==> src/design/fbpa_pkg.sv <==
package fbpa_pkg;

  localparam int NUM_BLOCKS = 256;
  localparam int IDX_W      = $clog2(NUM_BLOCKS);
  localparam int CNT_W      = IDX_W + 1;
  localparam int ADDR_W     = 32;
  localparam int LOG2_W     = 5;
  localparam int CFG_IDX_W  = 2;

  localparam logic [LOG2_W-1:0] LOG2_MIN = LOG2_W'(2);
  localparam logic [LOG2_W-1:0] LOG2_MAX = LOG2_W'(16);

  // Result status codes.
  localparam logic [2:0] ST_OK     = 3'd0;
  localparam logic [2:0] ST_EMPTY  = 3'd1;
  localparam logic [2:0] ST_BOUNDS = 3'd2;
  localparam logic [2:0] ST_ALIGN  = 3'd3;
  localparam logic [2:0] ST_NONE   = 3'd4;

  // Request kinds.
  localparam logic KIND_ALLOC = 1'b0;
  localparam logic KIND_FREE  = 1'b1;

  // Configuration register indexes.
  localparam logic [CFG_IDX_W-1:0] CFG_POOL_BASE   = 2'd0;
  localparam logic [CFG_IDX_W-1:0] CFG_BLOCK_LOG2  = 2'd1;
  localparam logic [CFG_IDX_W-1:0] CFG_BLOCK_COUNT = 2'd2;

  typedef struct packed {
    logic              kind;
    logic [ADDR_W-1:0] free_address;
  } req_t;

  typedef struct packed {
    logic [2:0]        status;
    logic [ADDR_W-1:0] block_address;
    logic [CNT_W-1:0]  used_blocks;
  } rsp_t;

  // One entry of the free-list link store.
  typedef struct packed {
    logic             last;
    logic [IDX_W-1:0] next_idx;
  } link_t;

  localparam int LINK_W = $bits(link_t);

endpackage

==> src/design/fbpa_link_ram.sv <==
module fbpa_link_ram #(
  parameter int DEPTH = 256,
  parameter int WIDTH = 9
) (
  input  logic                     clk,
  input  logic                     wr_en,
  input  logic [$clog2(DEPTH)-1:0] wr_addr,
  input  logic [WIDTH-1:0]         wr_data,
  input  logic                     rd_en,
  input  logic [$clog2(DEPTH)-1:0] rd_addr,
  output logic [WIDTH-1:0]         rd_data
);

  logic [WIDTH-1:0] mem [DEPTH];

  always_ff @(posedge clk) begin
    if (wr_en) begin
      mem[wr_addr] <= wr_data;
    end
    if (rd_en) begin
      rd_data <= mem[rd_addr];
    end
  end

endmodule

==> src/design/fixed_block_pool_allocator.sv <==
// Fixed-size block pool allocator. Each request on the in_ channel (allocate
// or free) produces exactly one result transfer on the out_ channel carrying
// a status, the allocated byte address (zero unless an allocate succeeded),
// and the number of blocks in use afterwards. Allocation pops the most
// recently freed block first and otherwise hands out never-used blocks in
// ascending order. Accepting a request in the idle state launches the read of
// the free-list head's link from the link RAM; the execute state then uses
// that registered read data, updates the list and loads the result register,
// waiting while an earlier result is not yet drained. A new request is
// accepted while an earlier result still waits in the output register. The
// link RAM needs no clearing pass after reset: an entry is always written by
// a free before any allocate reads it. Writing any of the three configuration
// registers returns the pool to all-free; the user must write configuration
// only while the block is idle, which the block itself does not enforce.
module fixed_block_pool_allocator (
  input  logic                                  clk,
  input  logic                                  rst_n,
  input  logic                                  in_valid,
  output logic                                  in_ready,
  input  fbpa_pkg::req_t                        in_data,
  output logic                                  out_valid,
  input  logic                                  out_ready,
  output fbpa_pkg::rsp_t                        out_data,
  input  logic                                  cfg_valid,
  output logic                                  cfg_ready,
  input  logic [fbpa_pkg::CFG_IDX_W-1:0]        cfg_index,
  input  logic [fbpa_pkg::ADDR_W-1:0]           cfg_data
);

  typedef enum logic {
    S_IDLE,
    S_EXEC
  } state_t;

  state_t state_r, state_nxt;

  // Configuration registers as written.
  logic [fbpa_pkg::ADDR_W-1:0] pool_base_r, pool_base_nxt;
  logic [fbpa_pkg::LOG2_W-1:0] log2_r, log2_nxt;
  logic [fbpa_pkg::CNT_W-1:0]  count_r, count_nxt;

  // Pool state outside the link RAM.
  logic [fbpa_pkg::IDX_W-1:0]  head_r, head_nxt;
  logic                        present_r, present_nxt;
  logic [fbpa_pkg::CNT_W-1:0]  fresh_r, fresh_nxt;
  logic [fbpa_pkg::CNT_W-1:0]  in_use_r, in_use_nxt;

  // Request captured at accept; the offset is formed in the accept cycle.
  logic                        kind_r, kind_nxt;
  logic [fbpa_pkg::ADDR_W-1:0] off_r, off_nxt;

  logic                        out_valid_r, out_valid_nxt;
  fbpa_pkg::rsp_t              out_data_r, out_data_nxt;

  logic                        in_xfer, cfg_xfer, cfg_hit, finish;
  logic [fbpa_pkg::LOG2_W-1:0] eff_log2;
  logic [fbpa_pkg::CNT_W-1:0]  eff_count;
  logic [fbpa_pkg::ADDR_W-1:0] span, align_mask;
  logic [fbpa_pkg::IDX_W-1:0]  alloc_idx;
  fbpa_pkg::link_t             link_rd, link_wr;
  logic [fbpa_pkg::LINK_W-1:0] link_rd_raw;
  logic                        link_we;
  logic [fbpa_pkg::IDX_W-1:0]  link_waddr;

  assign in_ready  = (state_r == S_IDLE);
  assign cfg_ready = 1'b1;
  assign out_valid = out_valid_r;
  assign out_data  = out_data_r;

  assign in_xfer  = in_valid && in_ready;
  assign cfg_xfer = cfg_valid && cfg_ready;
  assign cfg_hit  = cfg_xfer && (cfg_index == fbpa_pkg::CFG_POOL_BASE ||
                                 cfg_index == fbpa_pkg::CFG_BLOCK_LOG2 ||
                                 cfg_index == fbpa_pkg::CFG_BLOCK_COUNT);

  // The result register is free when empty or being drained this cycle.
  assign finish = (state_r == S_EXEC) && (!out_valid_r || out_ready);

  // Effective block size and count, clamped into their legal ranges.
  always_comb begin
    if (log2_r < fbpa_pkg::LOG2_MIN) begin
      eff_log2 = fbpa_pkg::LOG2_MIN;
    end else if (log2_r > fbpa_pkg::LOG2_MAX) begin
      eff_log2 = fbpa_pkg::LOG2_MAX;
    end else begin
      eff_log2 = log2_r;
    end
    if (count_r > fbpa_pkg::CNT_W'(fbpa_pkg::NUM_BLOCKS)) begin
      eff_count = fbpa_pkg::CNT_W'(fbpa_pkg::NUM_BLOCKS);
    end else begin
      eff_count = count_r;
    end
  end

  assign span       = fbpa_pkg::ADDR_W'(eff_count) << eff_log2;
  assign align_mask = (fbpa_pkg::ADDR_W'(1) << eff_log2) - fbpa_pkg::ADDR_W'(1);

  // The head's link is read on every accept; only an allocate uses it.
  // A free that changes the head writes the RAM in its finishing cycle, so
  // the next request's read always sees the written entry.
  fbpa_link_ram #(
    .DEPTH (fbpa_pkg::NUM_BLOCKS),
    .WIDTH (fbpa_pkg::LINK_W)
  ) u_link_ram (
    .clk     (clk),
    .wr_en   (link_we),
    .wr_addr (link_waddr),
    .wr_data (link_wr),
    .rd_en   (in_xfer),
    .rd_addr (head_r),
    .rd_data (link_rd_raw)
  );

  assign link_rd = fbpa_pkg::link_t'(link_rd_raw);

  always_comb begin
    state_nxt     = state_r;
    pool_base_nxt = pool_base_r;
    log2_nxt      = log2_r;
    count_nxt     = count_r;
    head_nxt      = head_r;
    present_nxt   = present_r;
    fresh_nxt     = fresh_r;
    in_use_nxt    = in_use_r;
    kind_nxt      = kind_r;
    off_nxt       = off_r;
    out_valid_nxt = out_valid_r;
    out_data_nxt  = out_data_r;
    link_we       = 1'b0;
    link_waddr    = fbpa_pkg::IDX_W'((off_r >> eff_log2));
    link_wr.last     = !present_r;
    link_wr.next_idx = present_r ? head_r : '0;
    alloc_idx     = head_r;

    if (out_valid_r && out_ready) begin
      out_valid_nxt = 1'b0;
    end

    unique case (state_r)
      S_IDLE: begin
        if (in_xfer) begin
          kind_nxt  = in_data.kind;
          off_nxt   = in_data.free_address - pool_base_r;
          state_nxt = S_EXEC;
        end
      end
      S_EXEC: begin
        if (finish) begin
          out_valid_nxt              = 1'b1;
          out_data_nxt.status        = fbpa_pkg::ST_OK;
          out_data_nxt.block_address = '0;
          state_nxt                  = S_IDLE;
          if (kind_r == fbpa_pkg::KIND_ALLOC) begin
            if (in_use_r < eff_count && present_r) begin
              // Pop the most recently freed block.
              alloc_idx   = head_r;
              present_nxt = !link_rd.last;
              head_nxt    = link_rd.last ? '0 : link_rd.next_idx;
              in_use_nxt  = in_use_r + fbpa_pkg::CNT_W'(1);
            end else if (in_use_r < eff_count && fresh_r < eff_count) begin
              alloc_idx  = fresh_r[fbpa_pkg::IDX_W-1:0];
              fresh_nxt  = fresh_r + fbpa_pkg::CNT_W'(1);
              in_use_nxt = in_use_r + fbpa_pkg::CNT_W'(1);
            end else begin
              out_data_nxt.status = fbpa_pkg::ST_EMPTY;
            end
            if (out_data_nxt.status == fbpa_pkg::ST_OK) begin
              out_data_nxt.block_address =
                pool_base_r + (fbpa_pkg::ADDR_W'(alloc_idx) << eff_log2);
            end
          end else begin
            if (off_r >= span) begin
              out_data_nxt.status = fbpa_pkg::ST_BOUNDS;
            end else if ((off_r & align_mask) != '0) begin
              out_data_nxt.status = fbpa_pkg::ST_ALIGN;
            end else if (in_use_r == '0) begin
              out_data_nxt.status = fbpa_pkg::ST_NONE;
            end else begin
              // Push the block: it links to the old head and becomes the head.
              link_we     = 1'b1;
              head_nxt    = link_waddr;
              present_nxt = 1'b1;
              in_use_nxt  = in_use_r - fbpa_pkg::CNT_W'(1);
            end
          end
          out_data_nxt.used_blocks = in_use_nxt;
        end
      end
      default: begin
        state_nxt = S_IDLE;
      end
    endcase

    // The user must make configuration writes only while idle; the block does not enforce it.
    // A write to one of the three registers returns the pool to all-free.
    if (cfg_xfer) begin
      unique case (cfg_index)
        fbpa_pkg::CFG_POOL_BASE:   pool_base_nxt = cfg_data;
        fbpa_pkg::CFG_BLOCK_LOG2:  log2_nxt  = cfg_data[fbpa_pkg::LOG2_W-1:0];
        fbpa_pkg::CFG_BLOCK_COUNT: count_nxt = cfg_data[fbpa_pkg::CNT_W-1:0];
        default: ;
      endcase
      if (cfg_hit) begin
        head_nxt    = '0;
        present_nxt = 1'b0;
        fresh_nxt   = '0;
        in_use_nxt  = '0;
      end
    end
  end

  always_ff @(posedge clk) begin
    if (!rst_n) begin
      state_r     <= S_IDLE;
      pool_base_r <= '0;
      log2_r      <= fbpa_pkg::LOG2_W'(4);
      count_r     <= fbpa_pkg::CNT_W'(fbpa_pkg::NUM_BLOCKS);
      head_r      <= '0;
      present_r   <= 1'b0;
      fresh_r     <= '0;
      in_use_r    <= '0;
      out_valid_r <= 1'b0;
    end else begin
      state_r     <= state_nxt;
      pool_base_r <= pool_base_nxt;
      log2_r      <= log2_nxt;
      count_r     <= count_nxt;
      head_r      <= head_nxt;
      present_r   <= present_nxt;
      fresh_r     <= fresh_nxt;
      in_use_r    <= in_use_nxt;
      out_valid_r <= out_valid_nxt;
    end
    kind_r     <= kind_nxt;
    off_r      <= off_nxt;
    out_data_r <= out_data_nxt;
  end

  // The count of blocks in use never exceeds the effective pool size.
  a_in_use_bound: assert property (@(posedge clk) disable iff (!rst_n)
    in_use_r <= eff_count)
    else $error("blocks in use exceed pool size");

  // Fresh blocks are never handed out past the end of the pool.
  a_fresh_bound: assert property (@(posedge clk) disable iff (!rst_n)
    fresh_r <= fbpa_pkg::CNT_W'(fbpa_pkg::NUM_BLOCKS))
    else $error("fresh block index beyond pool");

  // Every accepted request moves on to the execute cycle.
  a_accept_exec: assert property (@(posedge clk) disable iff (!rst_n)
    in_xfer |=> state_r == S_EXEC)
    else $error("accepted request did not execute");

  // A new result only appears right after an execute cycle.
  a_result_src: assert property (@(posedge clk) disable iff (!rst_n)
    $rose(out_valid_r) |-> $past(state_r == S_EXEC))
    else $error("result appeared without a request");

endmodule
==> config.mk <==
export PLATFORM = sky130hd
export DESIGN_NAME = fixed_block_pool_allocator
export DESIGN_NICKNAME = d
export VERILOG_FILES = /design/src/design/fbpa_pkg.sv /design/src/design/fbpa_link_ram.sv /design/src/design/fixed_block_pool_allocator.sv
export SDC_FILE = /design/constraint.sdc
export NUM_CORES = 2
export LEC_CHECK = 0
export BUFFER_PORTS_ARGS = -buffer_cell sky130_fd_sc_hd__buf_2
export CORE_MARGIN = 2
export CORE_UTILIZATION = 50
export CTS_CLUSTER_SIZE = 8
export DETAILED_ROUTE_END_ITERATION = 8
export PLACE_DENSITY = 0.66
export SYNTH_ARGS = -nofsm -noshare
export SYNTH_HDL_FRONTEND = slang
export SYNTH_SLANG_ARGS = --single-unit
==> constraint.sdc <==
create_clock -name clk -period 15.2 [get_ports clk]
set_clock_uncertainty 0.2 [all_clocks]
set_input_delay 1.52 -clock clk [delete_from_list [all_inputs] [get_ports clk]]
set_output_delay 1.52 -clock clk [all_outputs]
set_load 0.02 [all_outputs]
After elaboration in Yosys (flattened, before gate mapping)
Memory sizes are Yosys's and may differ from the RTL's. A register that Yosys moved wholly into a read port is not among the register bits. Index checks and enable logic that the tools add are counted.

$add $sub $neg: 6. Bitwise operators: 3. Order comparisons: 6. Equality and inequality tests: 2. Mux-type cells: 68. Shifts and indexed selects: 4. Reductions and logical operators: 22.

Operators with widths (count): $mux 9 (18); $mux 8 (16); $add 32x32->32 (1); $and 32x32->32 (1); $ge 32x32->1 (1); $reduce_bool 32->1 (1); $shl 1x5->32 const A (1); $shl 8x5->32 (1); $shl 9x5->32 (1); $shr 32x5->8 (1); $sub 32x2->32 const B (1); $sub 32x32->32 (1); $mux 1 (24); $mux 3 (7); $add 9x1->9 const B (2); $lt 9x9->1 (2); $mux 5 (2); $reduce_and 2->1 (5); $gt 9x9->1 const B (1); $logic_not 9->1 (1); $sub 9x1->9 const B (1); $logic_and 1x1->1 (6); $gt 5x5->1 const B (1); $lt 5x2->1 const B (1); other kinds (9) (14).

Memories kept: 1. Bits in registers: 152. Input port bits: 72. Output and inout bits: 47. Word-level logic and storage cells: 126. Bits in writable memories: 2304.

Memories: u_link_ram.mem (depth 256, width 9, read ports 1, clocked after memory_dff 1, write ports 1, RTL line fbpa_link_ram.sv:14) `logic [WIDTH-1:0] mem [DEPTH];`.

Depth between registers and ports, before layout
Depth in word-level cells: 14. Gate-level depth with buffers: 25. Depth with buffers taken out: 22.

Cells and area by module
Synthesis repeated with hierarchy kept, for this count alone.

Cell total of the unflattened synthesis: 5725. Area total of the unflattened synthesis: 101833.9 µm².

By module, submodules not included: fbpa_link_ram (cells each 4237, seq. area each 69456.6 µm², times used 1, area each 89368.2 µm²); fixed_block_pool_allocator (cells each 1488, seq. area each 3813.7 µm², times used 1, area each 12465.7 µm²).

Worst setup path after synthesis
OpenSTA, ideal clock, no wires.

Path kind: reg2reg. Start point: reg present_r. End point: reg out_data_r (netlist bit out_data[29]) (data pin). Setup slack: 7.714 ns. Library setup time: 0.266 ns. Data required time: 14.734 ns. Arrival time: 7.020 ns. Path buffers: 0. Period minus slack after synthesis: 7.486 ns. Stages on the path, launching flop included: 19. Cells stage by stage: dfxtp_1 inv_1 o311a_1 o21ai_2 mux4_2 mux2i_1 nor2_1 a31oi_1 nor2_1 ha_1 and3_1 a221oi_1 o21ai_0 a311oi_1 o21ai_0 a211o_1 a21oi_1 xor2_1 nor2_1.

Word-level cells in the longest chain between the ends: 8. Elaborated cells between the ends (all ways): 14. Those cells by class: add/sub: 1; shift: 1; mux: 8; bitwise: 1; reduce/logical: 3.

Ends and longest elaborated chain: from (decl) (RTL line fixed_block_pool_allocator.sv:44) `logic present_r, present_nxt;`; from (signal assigned) (RTL line fixed_block_pool_allocator.sv:229) `present_r <= present_nxt;`; $logic_and 1x1->1 * (RTL line fixed_block_pool_allocator.sv:154) `if (in_use_r < eff_count && present_r) begin`; branches (longest 7 deep; another with $add 32x32->32); to (signal assigned) (RTL line fixed_block_pool_allocator.sv:236) `out_data_r <= out_data_nxt;`; to (decl) (RTL line fixed_block_pool_allocator.sv:53) `fbpa_pkg::rsp_t out_data_r, out_data_nxt;`.

Mark *: on every way between the ends. The select of a mux whose other input is x is not followed. A chain may end at the register's enable or synchronous reset.

Worst setup path in the final report
Start point: reg log2_r[4] in the netlist's numbering. End point: mem u_link_ram.mem[222][1], enable pin.

Word-level cells in the longest chain between the ends: 14. Elaborated cells between the ends (all ways): 18. Those cells by class: add/sub: 1; order compare: 3; shift: 3; mux: 9; bitwise: 1; reduce/logical: 1.

Ends and longest elaborated chain: from (decl) (RTL line fixed_block_pool_allocator.sv:39) `logic [fbpa_pkg::LOG2_W-1:0] log2_r, log2_nxt;`; from (signal assigned) (RTL line fixed_block_pool_allocator.sv:216) `log2_r <= fbpa_pkg::LOG2_W'(4);`; from (signal assigned) (RTL line fixed_block_pool_allocator.sv:226) `log2_r <= log2_nxt;`; $gt 5x5->1 (RTL line fixed_block_pool_allocator.sv:83) `end else if (log2_r > fbpa_pkg::LOG2_MAX) begin`; $mux 5 (RTL line fixed_block_pool_allocator.sv:83); $mux 5 * (RTL line fixed_block_pool_allocator.sv:81) `if (log2_r < fbpa_pkg::LOG2_MIN) begin`; $shl 1x5->32 (RTL line fixed_block_pool_allocator.sv:96) `assign align_mask = (fbpa_pkg::ADDR_W'(1) << eff_log2) - fbpa_pkg::ADDR_W'(1);`; $sub 32x2->32 (RTL line fixed_block_pool_allocator.sv:96); $and 32x32->32 (RTL line fixed_block_pool_allocator.sv:174) `end else if ((off_r & align_mask) != '0) begin`; $reduce_bool 32->1 (RTL line fixed_block_pool_allocator.sv:174); $mux 1 (RTL line fixed_block_pool_allocator.sv:174); $mux 1 (RTL line fixed_block_pool_allocator.sv:172) `if (off_r >= span) begin`; $mux 1 (RTL line fixed_block_pool_allocator.sv:153) `if (kind_r == fbpa_pkg::KIND_ALLOC) begin`; $mux 1 (RTL line fixed_block_pool_allocator.sv:148) `if (finish) begin`; $mux 1 (RTL line fixed_block_pool_allocator.sv:139) `unique case (state_r)`; $mux 1 (RTL line fbpa_link_ram.sv:17) `if (wr_en) begin`; $mux 1 (implied by the code) (RTL line fbpa_link_ram.sv:18) `mem[wr_addr] <= wr_data;`; to (decl) (RTL line fbpa_link_ram.sv:14).

Mark *: on every way between the ends. The rest lies on a longest branch, timed or not.

==> metrics <==
Hold Path Stages=2; Yosys warnings=0; Worst-path clk slew=0.06 ns; first-pass GRT wire length=373 mm; Finished Cell Area=114000 um^2; final hold vios=0; post-route worst setup slack=6.41 ns; Avg Cell Area, Syn=20.0 um^2; port bufs=117; via total after detailed routing=52100; sequential element share of the synthesized area=0.722; Yosys top cell by area=edfxtp_1; Primary FF master, synth=edfxtp_1; Die Height=454 um; Comb power frac=0.022; outcome=complete, no violations; CORE AREA=202000 um^2; Placed Instance Area=105000 um^2; clk buf depth=4; # DRC=0; number of max-cap violations=0; Starting Density=0.502; area grow syn2layout=12.8%; Clock Sinks=2465; FF+latch area=73300 um^2; Pint=11700 uW; RSZ-0062 raised after global routing=no; Post-Route Utilization=0.566; Detail Placement HPWL=155 mm; Final nets=5556; Psw=2890 uW; IO Pins=119; Max Fclk=114 MHz; R2R depth=21; layout cell share with drive strength beyond 1=0.263; Setup-failing EPs final=0; Final min period=8.79 ns; CP Launch Type=flip-flop; Distinct cells, synth=92; all-layer global routing usage=0.250; gpl congestion=0.885; fill count=14700; GRT Residual Overflow=0; Crit Path Class=flip-flop to flip-flop; Cells after Synth=5073; sequential share of power=0.508; dpl ws=6.62 ns; drt wl/cell=31.6 um; setup_tns=0 ns; Post-synth EDFFs=2390; area occupied by multi-input gates=26900 um^2; critical path arrival=9.12 ns; CTS Hold Bufs=0; number of cells on the critical path=21; drt via density=6.43; CTS Root Buffer Type=clkbuf_16; initial antenna violation count=6; static leakage=0.0290 uW; Tot Pwr=14600 uW; switching share of power=0.198; CTS Buf Count=358; setup bufs post-CTS=0; Die W=454 um; ys async rst share=0; Yosys top cell area share=0.708; Least-Margin Pin Slew=1.18 ns; Clk Latency, worst-skew pair=0.96 ns; Req. time, crit path=15.53 ns; Worst VDD drop=0.116 mV; die area=206000 um^2; number of global-route vias before repair=51800; Max FO, Critical Path=50; delay-heaviest family, CP=simple AND/OR/NAND/NOR gates; final period utilization=0.578; cells along the critical path=buf_4 > inv_1 > nand2_1 > nand2_1 > a21oi_1 > a211oi_1 > a21oi_1 > a21oi_1 > o32ai_1 > nand2_1 > ha_1 > nand4_1 > nor4_1 > a211oi_1 > a21oi_1 > o31ai_1 > nand3b_1 > nor4b_1 > nand2_2 > buf_4 > nor2_1; largest net degree at the start of global routing=143; Slowest-stage cell, CP=nor4b_1; Power per Cell Area=128 nW/um^2; 1st-iter DRT viols=6692; Clk pwr share=0.470; Site Rows=165; CTS tree=done; H-Tree Depth=5; Netlist Area Pre-Place=101000 um^2; buffers plus inverters on the worst setup path=3; Hold Path Class=flip-flop to flip-flop; FF+latch count, synth=2465; Final Max Tran Viols=0; Post-DRT Antenna Nets=0; drt pass-1 iters=5; crit end category=flip-flop; Slew headroom=0.211; # resized after CTS=0; synth top area cells=edfxtp_1 (71%), mux4_2 (17%), dfxtp_1 (1.5%); Top cell by count, worst path=a21oi_1; WL final=256 mm; critical path's largest stage delay=0.91 ns
-- Yosys cell counts (7+ instances only) --
master and count:
nand4_1 18, inv_1 56, xnor2_1 39, xor2_1 31, clkbuf_1 163, mux2_2 8
a211oi_1 17, mux4_2 774, a21oi_1 95, o21ai_0 71, nand2b_1 19, nor3_1 25
and2_1 32, buf_2 26, a31oi_1 11, o211ai_1 13, and3_1 9, o21a_1 14
a22oi_1 30, a221o_1 7, nor2_1 365, nor4_1 8, buf_1 81, mux2i_1 48
o22ai_1 7, ha_1 114, edfxtp_1 2390, nand3_1 25, buf_6 7, nor2_4 11
a211o_1 7, dfxtp_1 75, nor2b_1 33, nor2_2 11, a21boi_0 40, o31ai_1 9
a21o_1 30, nand2_1 225
-- power groups by stage --
stage	sequential (uW)	combinational (uW)	clock, uW
floorplan	7530	199	0
global placement	7540	308	0
detailed placement	7540	309	0
CTS	7410	311	6950
global route	7410	339	7230
finish	7410	314	6860
-- worst min-delay path, cell delays in order (launching register included) --
cell      delay [ns]
dfxtp_1         0.33
nand2_1         0.06
a21boi_0        0.07
-- cell usage in the layout, fill, tap and decap left out, drive strengths merged, types with 39 or more instances in the layout --
| cell type | count |
|---|---|
| nor2 | 387 |
| edfxtp | 2390 |
| nand2 | 225 |
| a21boi | 40 |
| clkbuf | 412 |
| a21oi | 95 |
| inv | 61 |
| o21ai | 75 |
| mux2i | 48 |
| ha | 114 |
| mux4 | 774 |
| buf | 195 |
| xnor2 | 39 |
| dfxtp | 75 |
-- path summary, 6_finish.rpt --
kind / from / to / slack (ns)
min: pool_base_r[15] / pool_base_r[15] / 0.30
max: log2_r[4] / u_link_ram.mem[222][1] / 6.41
min reg2reg: pool_base_r[15] / pool_base_r[15] / 0.30
max reg2reg: log2_r[4] / u_link_ram.mem[222][1] / 6.41
-- state kept, by name, summed over array words and instances (netlist names), 5 cells and up --
register            cells
pool_base_r            32
fresh_r                 9
in_use_r                9
u_link_ram.rd_data      9
log2_r                  5
count_r                 9
u_link_ram.mem       2304
out_data               44
head_r                  8
off_r                  32
-- layer usage --
metal  vias up  share of wire  track usage  wire (um)
met1     27600           0.42        0.371     107000
met3       390          0.095       0.0550      24300
li1      21300              -            -          -
met2      2778           0.46        0.374     118000
met5         -       0.000094            0         24
met4         4          0.029       0.0756       7310
-- stage by stage --
step | hold slack (ns) | std cells
2_1_floorplan | 0.261 | 5093
3_3_place_gp | 0.287 | 7680
3_5_place_dp | 0.295 | 7680
4_1_cts | 0.300 | 8097
5_1_grt | 0.324 | 8098
6_report | 0.303 | 8098
-- area by class of cell --
| type | instances | share of cell area |
|---|---|---|
| antenna | 1 | 0.0000219 |
| multi-input combinational | 2290 | 0.236 |
| inverter | 58 | 0.00197 |
| timing repair buffer | 195 | 0.0106 |
| clock inverter | 5 | 0.000449 |
| clock buffer | 412 | 0.0813 |
| sequential | 2465 | 0.641 |
| tap | 2672 | 0.0292 |
-- kinds of logic (layout without fill, tap and decap cells) --
| family | Yosys count | in the layout | synth area share |
|---|---|---|---|
| AOI/OAI and AO/OA | 427 | 427 | 0.0288 |
| xor gates and xnor gates | 70 | 70 | 0.00604 |
| adders and majority gates | 116 | 116 | 0.0145 |
| buffers and inverters | 338 | 670 | 0.0135 |
| DFF | 2465 | 2465 | 0.722 |
| muxes | 830 | 830 | 0.177 |
| other | 2 | 23 | 0.0000740 |
| and+or+nand+nor | 825 | 825 | 0.0372 |
No activity file was read; power rests on OpenSTA's default activity.
